**src/design/fp4_block_scaled_dequant_core_macros.svh**
```systemverilog
// Assertion macros for the dequantizer core
`ifndef FP4_BLOCK_SCALED_DEQUANT_CORE_MACROS_SVH
`define FP4_BLOCK_SCALED_DEQUANT_CORE_MACROS_SVH

// Implication checked at every edge outside reset
`define FBSD_ASSERT_IMPL(label, clk, rst_n, ante, cons) \
    label: assert property (@(posedge clk) disable iff (!rst_n) (ante) |-> (cons)) \
        else $error("assertion failed");

// Next-cycle implication checked outside reset
`define FBSD_ASSERT_NEXT(label, clk, rst_n, ante, cons) \
    label: assert property (@(posedge clk) disable iff (!rst_n) (ante) |=> (cons)) \
        else $error("assertion failed");

`endif

```
**src/design/fbsd_pkg.sv**
```systemverilog
package fbsd_pkg;

    localparam int unsigned COLUMN_PAIRS_DEF = 64;

    localparam int unsigned CMD_W    = 1;
    localparam int unsigned SIDX_W   = 7;
    localparam int unsigned SVAL_W   = 8;
    localparam int unsigned BYTE_W   = 8;
    localparam int unsigned PAIR_W   = 6;
    localparam int unsigned BF16_W   = 16;

    localparam logic CMD_WRITE_SCALE = 1'b0;
    localparam logic CMD_DEQUANT     = 1'b1;

    localparam logic [BF16_W-1:0] BF16_INF_MAG = 16'h7F80;

    typedef struct packed {
        logic [CMD_W-1:0]  command;
        logic [SIDX_W-1:0] scale_index;
        logic [SVAL_W-1:0] scale_value;
        logic [BYTE_W-1:0] packed_byte;
        logic [PAIR_W-1:0] pair_index;
    } t_req;

    typedef struct packed {
        logic [BF16_W-1:0] low_bf16;
        logic [BF16_W-1:0] high_bf16;
    } t_rsp;

    // Per magnitude code: exponent offset to add to the scale exponent
    function automatic logic signed [2:0] code_exp_off(input logic [2:0] mag);
        logic signed [2:0] r;
        unique case (mag)
            3'd1:       r = -3'sd1;
            3'd4, 3'd5: r = 3'sd1;
            3'd6, 3'd7: r = 3'sd2;
            default:    r = 3'sd0;
        endcase
        return r;
    endfunction

    // Build one bf16 pattern from a nibble and its E8M0 scale
    function automatic logic [BF16_W-1:0] dequant_one(input logic [3:0] nib,
                                                      input logic [7:0] scale);
        logic [2:0]        mag;
        logic              sgn;
        logic              half;
        logic signed [9:0] e;
        logic [BF16_W-1:0] r;
        mag  = nib[2:0];
        sgn  = nib[3];
        half = mag[0] & (mag != 3'd1);
        e    = $signed({2'b00, scale}) + 10'(code_exp_off(mag));
        if (mag == 3'd0)
            r = '0;
        else if (scale == 8'd0 || scale == 8'd255)
            r = {sgn, 15'd0};
        else if (e >= 10'sd255)
            r = {sgn, 15'd0} | BF16_INF_MAG;
        else if (e >= 10'sd1)
            r = {sgn, e[7:0], half, 6'd0};
        else
            r = {sgn, 8'd0, 1'b1, half, 5'd0};
        return r;
    endfunction

endpackage

```
**src/design/fbsd_if.sv**
```systemverilog
interface fbsd_req_if;
    import fbsd_pkg::*;
    logic valid;
    logic ready;
    t_req data;
    modport source (output valid, output data, input ready);
    modport sink   (input valid, input data, output ready);
endinterface

interface fbsd_rsp_if;
    import fbsd_pkg::*;
    logic valid;
    logic ready;
    t_rsp data;
    modport source (output valid, output data, input ready);
    modport sink   (input valid, input data, output ready);
endinterface

```
**src/design/fbsd_scale_mem.sv**
```systemverilog
// Two banks (even and odd columns) so one request reads both scales
module fbsd_scale_mem #(
    parameter int unsigned COLUMN_PAIRS = fbsd_pkg::COLUMN_PAIRS_DEF
) (
    input  logic                         i_clk,
    input  logic                         i_en,
    input  logic                         i_wr,
    input  logic [fbsd_pkg::SIDX_W-1:0]  i_widx,
    input  logic [fbsd_pkg::SVAL_W-1:0]  i_wval,
    input  logic [fbsd_pkg::PAIR_W-1:0]  i_pair,
    output logic [fbsd_pkg::SVAL_W-1:0]  o_s0,
    output logic [fbsd_pkg::SVAL_W-1:0]  o_s1
);
    import fbsd_pkg::*;
    localparam int unsigned AW = (COLUMN_PAIRS > 1) ? $clog2(COLUMN_PAIRS) : 1;

    logic [SVAL_W-1:0] r_even [COLUMN_PAIRS];
    logic [SVAL_W-1:0] r_odd  [COLUMN_PAIRS];
    logic [AW-1:0]     w_addr;
    logic [AW-1:0]     r_addr;
    logic              w_ok;
    logic              r_ok;
    logic [SIDX_W:0]   w_pair;

    always_comb begin
        w_pair = {1'b0, i_widx} >> 1;
        w_ok   = 32'(w_pair) < COLUMN_PAIRS;
        r_ok   = 32'(i_pair) < COLUMN_PAIRS;
        w_addr = AW'(w_pair);
        r_addr = AW'(i_pair);
    end

    // Write port
    always_ff @(posedge i_clk) begin
        if (i_en && i_wr && w_ok) begin
            if (i_widx[0]) r_odd[w_addr]  <= i_wval;
            else           r_even[w_addr] <= i_wval;
        end
    end

    // Registered read; out-of-range pair reads zero
    always_ff @(posedge i_clk) begin
        if (i_en) begin
            o_s0 <= r_ok ? r_even[r_addr] : '0;
            o_s1 <= r_ok ? r_odd[r_addr]  : '0;
        end
    end
endmodule

```
**src/design/fp4_block_scaled_dequant_core.sv**
```systemverilog
// FP4 E2M1 to bfloat16 dequantizer with per-column E8M0 scales. A request with
// command 0 stores one scale byte and yields no result; command 1 takes a packed
// byte and yields both bf16 values. One request is accepted every cycle while
// the output is not stalled; a result passes through the scale read, convert
// and output registers. A write is visible to a dequant request accepted in the
// following cycle or later. Back-pressure stalls all stages together.
module fp4_block_scaled_dequant_core #(
    parameter int unsigned COLUMN_PAIRS = fbsd_pkg::COLUMN_PAIRS_DEF
) (
    input  logic            i_clk,
    input  logic            i_rst_n,
    fbsd_req_if.sink        i_req,
    fbsd_rsp_if.source      o_rsp
);
    import fbsd_pkg::*;
    `include "fp4_block_scaled_dequant_core_macros.svh"

    logic              adv;
    logic              r_v1, r_v2, r_v3;
    logic [BYTE_W-1:0] r_b1;
    logic [SVAL_W-1:0] s0, s1;
    t_rsp              r_out;
    logic              acc_dq;

    // Whole pipe moves when the output slot is free or being drained
    assign adv         = !r_v3 || o_rsp.ready;
    assign i_req.ready = adv;
    assign acc_dq      = i_req.valid && i_req.data.command == CMD_DEQUANT;

    fbsd_scale_mem #(.COLUMN_PAIRS(COLUMN_PAIRS)) u_mem (
        .i_clk (i_clk),
        .i_en  (adv),
        .i_wr  (i_req.valid && i_req.data.command == CMD_WRITE_SCALE),
        .i_widx(i_req.data.scale_index),
        .i_wval(i_req.data.scale_value),
        .i_pair(i_req.data.pair_index),
        .o_s0  (s0),
        .o_s1  (s1)
    );

    // Stage valids
    always_ff @(posedge i_clk) begin
        if (!i_rst_n) begin
            r_v1 <= 1'b0;
            r_v2 <= 1'b0;
            r_v3 <= 1'b0;
        end else if (adv) begin
            r_v1 <= acc_dq;
            r_v2 <= r_v1;
            r_v3 <= r_v2;
        end
    end

    // Payload: byte beside memory read, then conversion, then output
    t_rsp r_cv;
    always_ff @(posedge i_clk) begin
        if (adv) begin
            r_b1  <= i_req.data.packed_byte;
            r_cv  <= '{low_bf16:  dequant_one(r_b1[3:0], s0),
                       high_bf16: dequant_one(r_b1[7:4], s1)};
            r_out <= r_cv;
        end
    end

    assign o_rsp.valid = r_v3;
    assign o_rsp.data  = r_out;

    `FBSD_ASSERT_NEXT(a_stall_hold, i_clk, i_rst_n, r_v3 && !o_rsp.ready, r_v3 && $stable(r_out))
    `FBSD_ASSERT_NEXT(a_write_no_rsp, i_clk, i_rst_n,
        adv && i_req.valid && i_req.data.command == CMD_WRITE_SCALE, !r_v1)
    `FBSD_ASSERT_IMPL(a_ready_free, i_clk, i_rst_n, !r_v3, i_req.ready)
endmodule
```
**src/flat_wrapper.sv**
```systemverilog
// flat-port wrapper written by rule: the top's interface ports become plain ports
module fp4_block_scaled_dequant_core_flat import fbsd_pkg::*;
#(
    parameter int unsigned COLUMN_PAIRS = fbsd_pkg::COLUMN_PAIRS_DEF
)
  (i_clk, i_rst_n, i_req_valid, i_req_data, i_req_ready, o_rsp_valid, o_rsp_data, o_rsp_ready);
  fbsd_req_if i_req_i ();
  fbsd_rsp_if o_rsp_i ();
  input  logic i_clk;
  input  logic i_rst_n;
  input wire logic [$bits(i_req_i.valid)-1:0] i_req_valid;
  input wire logic [$bits(i_req_i.data)-1:0] i_req_data;
  output wire logic [$bits(i_req_i.ready)-1:0] i_req_ready;
  output wire logic [$bits(o_rsp_i.valid)-1:0] o_rsp_valid;
  output wire logic [$bits(o_rsp_i.data)-1:0] o_rsp_data;
  input wire logic [$bits(o_rsp_i.ready)-1:0] o_rsp_ready;
  assign i_req_i.valid = i_req_valid;
  assign i_req_i.data = i_req_data;
  assign i_req_ready = i_req_i.ready;
  assign o_rsp_valid = o_rsp_i.valid;
  assign o_rsp_data = o_rsp_i.data;
  assign o_rsp_i.ready = o_rsp_ready;
  fp4_block_scaled_dequant_core #(.COLUMN_PAIRS(COLUMN_PAIRS)) u_core (.i_clk(i_clk), .i_rst_n(i_rst_n), .i_req(i_req_i), .o_rsp(o_rsp_i));
endmodule
```
**config.mk**
```make
export PLATFORM = sky130hd
export DESIGN_NAME = fp4_block_scaled_dequant_core_flat
export DESIGN_NICKNAME = d
export VERILOG_FILES = /design/src/design/fbsd_pkg.sv /design/src/design/fbsd_if.sv /design/src/design/fbsd_scale_mem.sv /design/src/design/fp4_block_scaled_dequant_core.sv /design/src/flat_wrapper.sv
export VERILOG_INCLUDE_DIRS = /design/src /design/src/design
export SDC_FILE = /design/constraint.sdc
export NUM_CORES = 1
export LEC_CHECK = 0
export BUFFER_PORTS_ARGS = -buffer_cell sky130_fd_sc_hd__buf_2
export CORE_MARGIN = 5
export CORE_UTILIZATION = 60
export CTS_BUF_LIST = sky130_fd_sc_hd__clkbuf_4
export DETAILED_ROUTE_END_ITERATION = 8
export PLACE_DENSITY = 0.77
export SETUP_SLACK_MARGIN = 0.05
export SLEW_MARGIN = 10
export SYNTH_ARGS = -nofsm -noshare
export SYNTH_HDL_FRONTEND = slang
export SYNTH_SLANG_ARGS = --single-unit
```
**constraint.sdc**
```tcl
create_clock -name i_clk -period 5.11 [get_ports i_clk]
set_clock_uncertainty 0.2 [all_clocks]
set_input_delay 0.511 -clock i_clk [delete_from_list [all_inputs] [get_ports i_clk]]
set_output_delay 0.511 -clock i_clk [all_outputs]
set_load 0.05 [all_outputs]
```
==> results of run 1 <==
-- layer usage --
metal,vias to the layer above,wire [um],GRT usage
met5,-,34,0
li1,8785,-,-
met4,6,1780,0.0687
met1,11000,35700,0.361
met2,1472,45500,0.382
met3,141,12700,0.0987
-- cells by family (layout without fill, tap and decap cells) --
logic type,after synthesis,in the layout,synth area share
AND/OR/NAND/NOR,241,241,0.0244
other,1,17,0.0000876
AO/OA/AOI/OAI,65,65,0.00994
XOR/XNOR,11,11,0.00225
buffers and inverters,116,603,0.0125
flip-flops,1095,1095,0.768
adder cells (fa/ha/maj),20,20,0.00620
multiplexers,337,337,0.177
-- worst min-delay path by stage --
stage                                  start                             endpoint  slack (ps)  depth (start not counted)
2_1_floorplan  u_core.r_cv[10]$_SDFFCE_PP0N_      u_core.o_rsp.data[10]$_DFFE_PN_         200                          0
3_3_place_gp   u_core.r_cv[31]$_SDFFCE_PP0N_      u_core.o_rsp.data[31]$_DFFE_PN_         200                          0
3_5_place_dp   u_core.r_cv[10]$_SDFFCE_PP0N_      u_core.o_rsp.data[10]$_DFFE_PN_         200                          0
4_1_cts                       i_req_data[26]  u_core.u_mem.r_odd[47][3]$_DFFE_PP_           2                          3
5_1_grt                       i_req_data[26]  u_core.u_mem.r_odd[44][6]$_DFFE_PP_          30                          3
6_report                      i_req_data[26]  u_core.u_mem.r_odd[47][3]$_DFFE_PP_         120                          3
-- sequential cells by signal, indices dropped and copies added (netlist names) --
name	count
u_core.u_mem.r_even	512
u_core.u_mem.r_odd	512
u_core.o_rsp.data	22
u_core.r_cv	22
u_core.r_b1	8
u_core.u_mem.o_s0	8
u_core.u_mem.o_s1	8
u_core.o_rsp.valid	1
u_core.r_v1	1
u_core.r_v2	1
-- layout by cell type (no fill, tap or decap), drive strengths merged, types with 4 or more instances in the layout --
cell type    instances
dlygate4sd3         33
nand3               10
clkbuf             386
nand4                5
a211oi               6
conb                10
o21a                 4
a21oi               26
mux4               336
nor3b                4
edfxtp            1092
inv                 25
ha                  18
nor2b                7
o21ai                7
clkinv              61
nor4                 6
nor2               159
xor2                 5
buf                 97
xnor2                6
diode                7
nor3                 6
nand3b               6
nand2               26
-- metrics by stage --
step / instance area (sq um) / std cells / hold WS (ps) / power, W / worst slack, ps
floorplan: 42800 / 1895 / 200 / 0.0111 / 867
global placement: 44300 / 2844 / 201 / 0.0115 / 1400
detailed placement: 44300 / 2844 / 205 / 0.0116 / 1360
CTS: 47800 / 3332 / 2.11 / 0.0183 / 1330
global route: 47900 / 3338 / 32.7 / 0.0190 / 1090
finish: 47900 / 3339 / 123 / 0.0182 / 1320
-- timing repair --
action / in CTS / in global routing
hold buffers: 33 / 0
endpoints found under the setup margin: 0 / 0
hold endpoints to repair: 554 / 0
-- power breakdown --
group          switching, W  internal, W
Sequential        0.0000821       0.0100
Clock               0.00329      0.00352
Combinational      0.000818     0.000471
Total               0.00419       0.0140
-- final cells by class --
| type | count | area [sq um] |
|---|---|---|
| Timing Repair Buffer | 130 | 1080 |
| Tap cell | 950 | 1190 |
| Inverter | 18 | 67.6 |
| Clock buffer | 386 | 2900 |
| Sequential cell | 1095 | 32900 |
| Multi-Input combinational cell | 684 | 9450 |
| Clock inverter | 69 | 297 |
| Antenna cell | 7 | 17.5 |
| Fill cell | 4328 | 23300 |
-- worst min-delay path: stages --
cell and delay [ps]:
buf_2 180, nand3_1 240, nor2_1 250
-- cell usage after synthesis, types with 4 or more instances --
cell type,count,area share
buf_1,12,0.0011
o21ai_0,6,0.00070
nand4_1,5,0.00073
buf_4,14,0.0025
a211oi_1,6,0.0011
nand2_1,26,0.0023
inv_1,18,0.0016
mux4_2,336,0.18
ha_1,18,0.0053
xor2_1,5,0.0010
a21oi_1,26,0.0030
clkbuf_1,48,0.0042
nor2_1,159,0.014
nand3_1,10,0.0012
o21a_1,4,0.00070
buf_2,21,0.0025
nor3_1,6,0.00070
nor2b_1,7,0.0010
xnor2_1,6,0.0012
nor4_1,6,0.00088
edfxtp_1,1092,0.77
nor3b_1,4,0.00070
nand3b_1,6,0.0011
==> results.sh, run 1 <==
export IMPL_path_clk_slew_ps=70
export IMPL_detail_route_antenna_nets=0
export IMPL_drc=0
export IMPL_slowest_delay_ps=430
export IMPL_critical_path_class="flop to flop"
export IMPL_fin_tns_setup_ps=0
export IMPL_crit_chain="nor2_1 -> and2_1 -> a21oi_1 -> inv_1 -> ha_1 -> a211oi_1 -> o21ai_0 -> a31o_2 -> and2_1 -> mux2i_1 -> nor3_1 -> o2111a_1"
export IMPL_rr_endpoint="u_core.r_cv[21]$_SDFFCE_PP0N_"
export IMPL_wire_per_inst_um=28.7
export IMPL_netlist_area_sq_um=42800
export IMPL_slew_viol_final=0
export IMPL_synthArstFlopShare=0
export IMPL_yosys_cell_types_count=50
export IMPL_gp_congestion=0.848
export IMPL_grt_pass1_vias=22100
export IMPL_boundaryPins=68
export IMPL_rr_worst_depth=12
export IMPL_cts_setup_buffers=0
export IMPL_cts_made_buffers=279
export IMPL_post_route_cells_drive_above_1_share=0.354
export IMPL_ys_seq_elements=1095
export IMPL_worst_ep_required_time_ps=5740
export IMPL_rsz0062_at_grt="no"
export IMPL_max_slew_margin=0.221
export IMPL_cp_endpoint="u_core.r_cv[21]$_SDFFCE_PP0N_"
export IMPL_setup_violations=0
export IMPL_holdCritPathClass="input port to flop"
export IMPL_dr_pass1_iters=5
export IMPL_clkSinkCount=1095
export IMPL_dp_final_hpwl_um=56200
export IMPL_grt_remaining_overflow=0
export IMPL_tightest_slew_ps=1160
export IMPL_clk_latency_ps=1100
export IMPL_drt_iter0_markers=2418
export IMPL_core_area_sq_um=71100
export IMPL_syn_inst=1886
export IMPL_die_area_sq_um=76800
export IMPL_yosys_warnings=0
export IMPL_cts_resized=0
export IMPL_grt_max_degree=86
export IMPL_critPathLaunch="u_core.r_b1[2]$_DFFE_PN_"
export IMPL_viasPerCell=6.42
export IMPL_synthToLayoutAreaGrowth_pct=11.8
export IMPL_finalCritPeriodShare=0.742
export IMPL_synth_flop_cell="edfxtp_1"
export IMPL_synth_area_per_cell_sq_um=22.7
export IMPL_grt_pass1_wl_um=143000
export IMPL_cts_buffer_depth=4
export IMPL_maxCapViolations=0
export IMPL_route_final_wire_length_um=95800
export IMPL_io_buffers=57
export IMPL_cts_tree="done"
export IMPL_dieWidth_um=277
export IMPL_p_leak_nw=15.4
export IMPL_num_vias=21400
export IMPL_crit_cells=12
export IMPL_critPathSlowestCell="mux2i_1"
export IMPL_synth_seq_area_share=0.768
export IMPL_die_height_um=277
export IMPL_clock_fmax_mhz=264
export IMPL_fp_row_count=98
export IMPL_path_common_cell="and2_1"
export IMPL_worstSetupStartpointType="flop"
export IMPL_cp_top_family="compound AO/OA/AOI/OAI gates"
export IMPL_layout_nets=2262
export IMPL_cts_max_level=5
export IMPL_antenna_found_initial=7
export IMPL_fin_crit_ps=3790
export IMPL_status="complete, no violations"
export IMPL_cp_num_buf_inv=1
export IMPL_cts_root_buf="clkbuf_4"
export IMPL_start_util=0.602
export IMPL_synth_edf_count=1092
export IMPL_arrival_ps=4430
export IMPL_hold_violations=0
export IMPL_ir_drop_mv=0.322
export IMPL_fin_util=0.673
export IMPL_r2r_setup_slack_ps=1320
export IMPL_crit_path_end_kind="flop"
export IMPL_crit_fanout=10
export IMPL_rr_startpoint="u_core.r_b1[2]$_DFFE_PN_"
export IMPL_track_usage=0.255
export IMPL_powerDensity_nw_per_um2=381
(Power assumes the default switching activity.)
==> run 2: changes to the inputs <==
--- a/config.mk
+++ b/config.mk
@@ -6,12 +6,13 @@
 export SDC_FILE = /design/constraint.sdc
 export NUM_CORES = 1
 export LEC_CHECK = 0
+export ABC_AREA = 1
 export BUFFER_PORTS_ARGS = -buffer_cell sky130_fd_sc_hd__buf_2
 export CORE_MARGIN = 5
 export CORE_UTILIZATION = 60
 export CTS_BUF_LIST = sky130_fd_sc_hd__clkbuf_4
 export DETAILED_ROUTE_END_ITERATION = 8
-export PLACE_DENSITY = 0.77
+export PLACE_DENSITY = 0.76
 export SETUP_SLACK_MARGIN = 0.05
 export SLEW_MARGIN = 10
 export SYNTH_ARGS = -nofsm -noshare
==> constraint.sdc (replaced) <==
create_clock -name i_clk -period 3.8 [get_ports i_clk]
set_clock_uncertainty 0.2 [all_clocks]
set_input_delay 0.38 -clock i_clk [delete_from_list [all_inputs] [get_ports i_clk]]
set_output_delay 0.38 -clock i_clk [all_outputs]
set_load 0.05 [all_outputs]
==> results.sh, run 2 <==
export IMPL_synth_most_common_cell="edfxtp_1"
export IMPL_cts_setup_buffers=0
export IMPL_rsz0062_at_grt="no"
export IMPL_dieWidth_um=283
export IMPL_detail_route_antenna_nets=0
export IMPL_worstSetupStartpointType="input port"
export IMPL_mostFrequentLayoutCell="edfxtp_1"
export IMPL_cts_buffer_depth=4
export IMPL_wire_per_inst_um=22.2
export IMPL_viasPerCell=6.12
export IMPL_path_clk_slew_ps=70
export IMPL_grt_pass1_wl_um=169000
export IMPL_use_met3=0.0638
export IMPL_grt_max_degree=111
export IMPL_synth_seq_area_share=0.736
export IMPL_dr_pass1_iters=6
export IMPL_die_area_sq_um=80000
export IMPL_cts_root_buf="clkbuf_4"
export IMPL_synth_top_cell_area_share=0.734
export IMPL_busiest_layer="met2"
export IMPL_powerDensity_nw_per_um2=504
export IMPL_synth_edf_count=1092
export IMPL_start_util=0.603
export IMPL_max_slew_margin=0.186
export IMPL_cts_max_level=5
export IMPL_worst_ep_required_time_ps=3220
export IMPL_num_vias=30800
export IMPL_cts_tree="done"
export IMPL_ys_seq_elements=1095
export IMPL_io_buffers=57
export IMPL_grt_pass1_vias=29800
export IMPL_critical_path_class="input port to output pin"
export IMPL_track_usage=0.276
export IMPL_cts_resized=0
export IMPL_largestRegisters="u_core.u_mem.r_even (512), u_core.u_mem.r_odd (512)"
export IMPL_arrival_ps=2660
export IMPL_clkSinkCount=1095
export IMPL_grtUsageMet1=0.367
export IMPL_holdCritPathClass="input port to flop"
export IMPL_status="complete, no violations"
export IMPL_use_met2=0.448
export IMPL_netlist_area_sq_um=44700
export IMPL_syn_inst=3608
export IMPL_ir_drop_mv=0.410
export IMPL_drc=0
export IMPL_cts_made_buffers=288
export IMPL_layout_nets=3941
export IMPL_drt_iter0_markers=3951
export IMPL_crit_path_end_kind="output pin"
export IMPL_antenna_found_initial=2
export IMPL_fin_tns_setup_ps=0
export IMPL_hold_violations=0
export IMPL_dp_final_hpwl_um=64200
export IMPL_synth_area_top_cells="edfxtp_1 73%, o21ai_0 6.2%, nor2_1 6.2%, o22ai_1 3.5%, nand2_1 2.8%"
export IMPL_route_final_wire_length_um=112000
export IMPL_design_area_sq_um=50000
export IMPL_maxCapViolations=0
export IMPL_core_area_sq_um=74100
export IMPL_yosys_warnings=0
export IMPL_clk_latency_ps=1110
export IMPL_fp_row_count=100
export IMPL_yosys_top_cells_count="1092 x edfxtp_1, 741 x nor2_1, 557 x o21ai_0"
export IMPL_fin_crit_ps=3240
export IMPL_tightest_slew_ps=1220
export IMPL_place_area_sq_um=46100
export IMPL_die_height_um=283
export IMPL_grt_remaining_overflow=0
export IMPL_finalCritPeriodShare=0.853
export IMPL_boundaryPins=68
export IMPL_synthToLayoutAreaGrowth_pct=11.9
export IMPL_synth_area_per_cell_sq_um=12.4
export IMPL_crit_fanout=29
export IMPL_synthArstFlopShare=0
export IMPL_post_route_cells_drive_above_1_share=0.152
export IMPL_gp_congestion=0.862
export IMPL_clock_fmax_mhz=309
export IMPL_slew_viol_final=0
export IMPL_synth_flop_cell="edfxtp_1"
export IMPL_synth_top_area_cell="edfxtp_1"
export IMPL_p_leak_nw=17.1
export IMPL_final_cell_mix="1092 x edfxtp_1, 741 x nor2_1, 557 x o21ai_0, 417 x clkbuf_4, 333 x nand2_1"
export IMPL_yosys_cell_types_count=37
export IMPL_setup_violations=0
run 2: path summary, 6_finish.rpt:
| check | from | endpoint | slack [ps] | cells past startpoint |
|---|---|---|---|---|
| max | o_rsp_ready | i_req_ready | 560 | 7 |
| min | i_req_data[22] | u_core.u_mem.r_odd[39][0]$_DFFE_PP_ | 120 | 5 |
| max reg2reg | u_core.r_b1[2]$_DFFE_PN_ | u_core.r_cv[29]$_SDFFCE_PP0N_ | 590 | 14 |
| min reg2reg | u_core.r_cv[25]$_SDFFCE_PP0N_ | u_core.o_rsp.data[25]$_DFFE_PN_ | 210 | 0 |
run 2: report_power, final:
group	switching, W	internal, W
combinational	0.00150	0.000548
clock	0.00445	0.00517
sequential	0.0000658	0.0135
run 2: what timing repair did:
action / CTS / global route
hold buffers: 48 / 0
endpoints found under the setup margin: 0 / 0
endpoints found under the hold margin: 1761 / 0
run 2: per-stage QoR:
step	power [W]	setup WS, ps	util	instances	hold slack, ps
4_1_cts	0.0253	601	0.675	5021	1.13
3_5_place_dp	0.0158	652	0.623	4518	205
5_1_grt	0.0262	329	0.675	5023	88.2
6_report	0.0252	559	0.675	5023	122
3_3_place_gp	0.0157	703	0.623	4518	202
2_1_floorplan	0.0151	112	-	3617	200
run 2: cells by family (layout without fill, tap and decap cells):
logic type	count (synthesis)	in the layout	synth area share
other cells	1	12	0.0000840
simple gates	1195	1195	0.105
buf+inv	305	740	0.0332
flops	1095	1095	0.736
xor+xnor	2	2	0.000392
fa+ha+maj	20	20	0.00594
compound gates	990	990	0.120
run 2: layout make-up:
type,instances,area [sq um]
fill,5259,24100
clock buffer,417,3130
clock inverter,38,225
inverter,64,259
tap,969,1210
multi-input combinational,2217,10400
timing repair buffer,221,1930
sequential,1095,32900
antenna,2,5.00
run 2: critical path, cell delays in order:
cell and delay [ps]:
dlygate4sd3_1 540, buf_2 120, dlygate4sd3_1 550, nor2_1 310
clkinvlp_4 220, buf_4 280, buf_2 260
run 2: layer usage:
| layer | share of wire | wire, um |
|---|---|---|
| met1 | 0.37 | 41700 |
| met2 | 0.48 | 53900 |
| met3 | 0.11 | 12100 |
| met4 | 0.034 | 3820 |
| met5 | 0 | 0 |
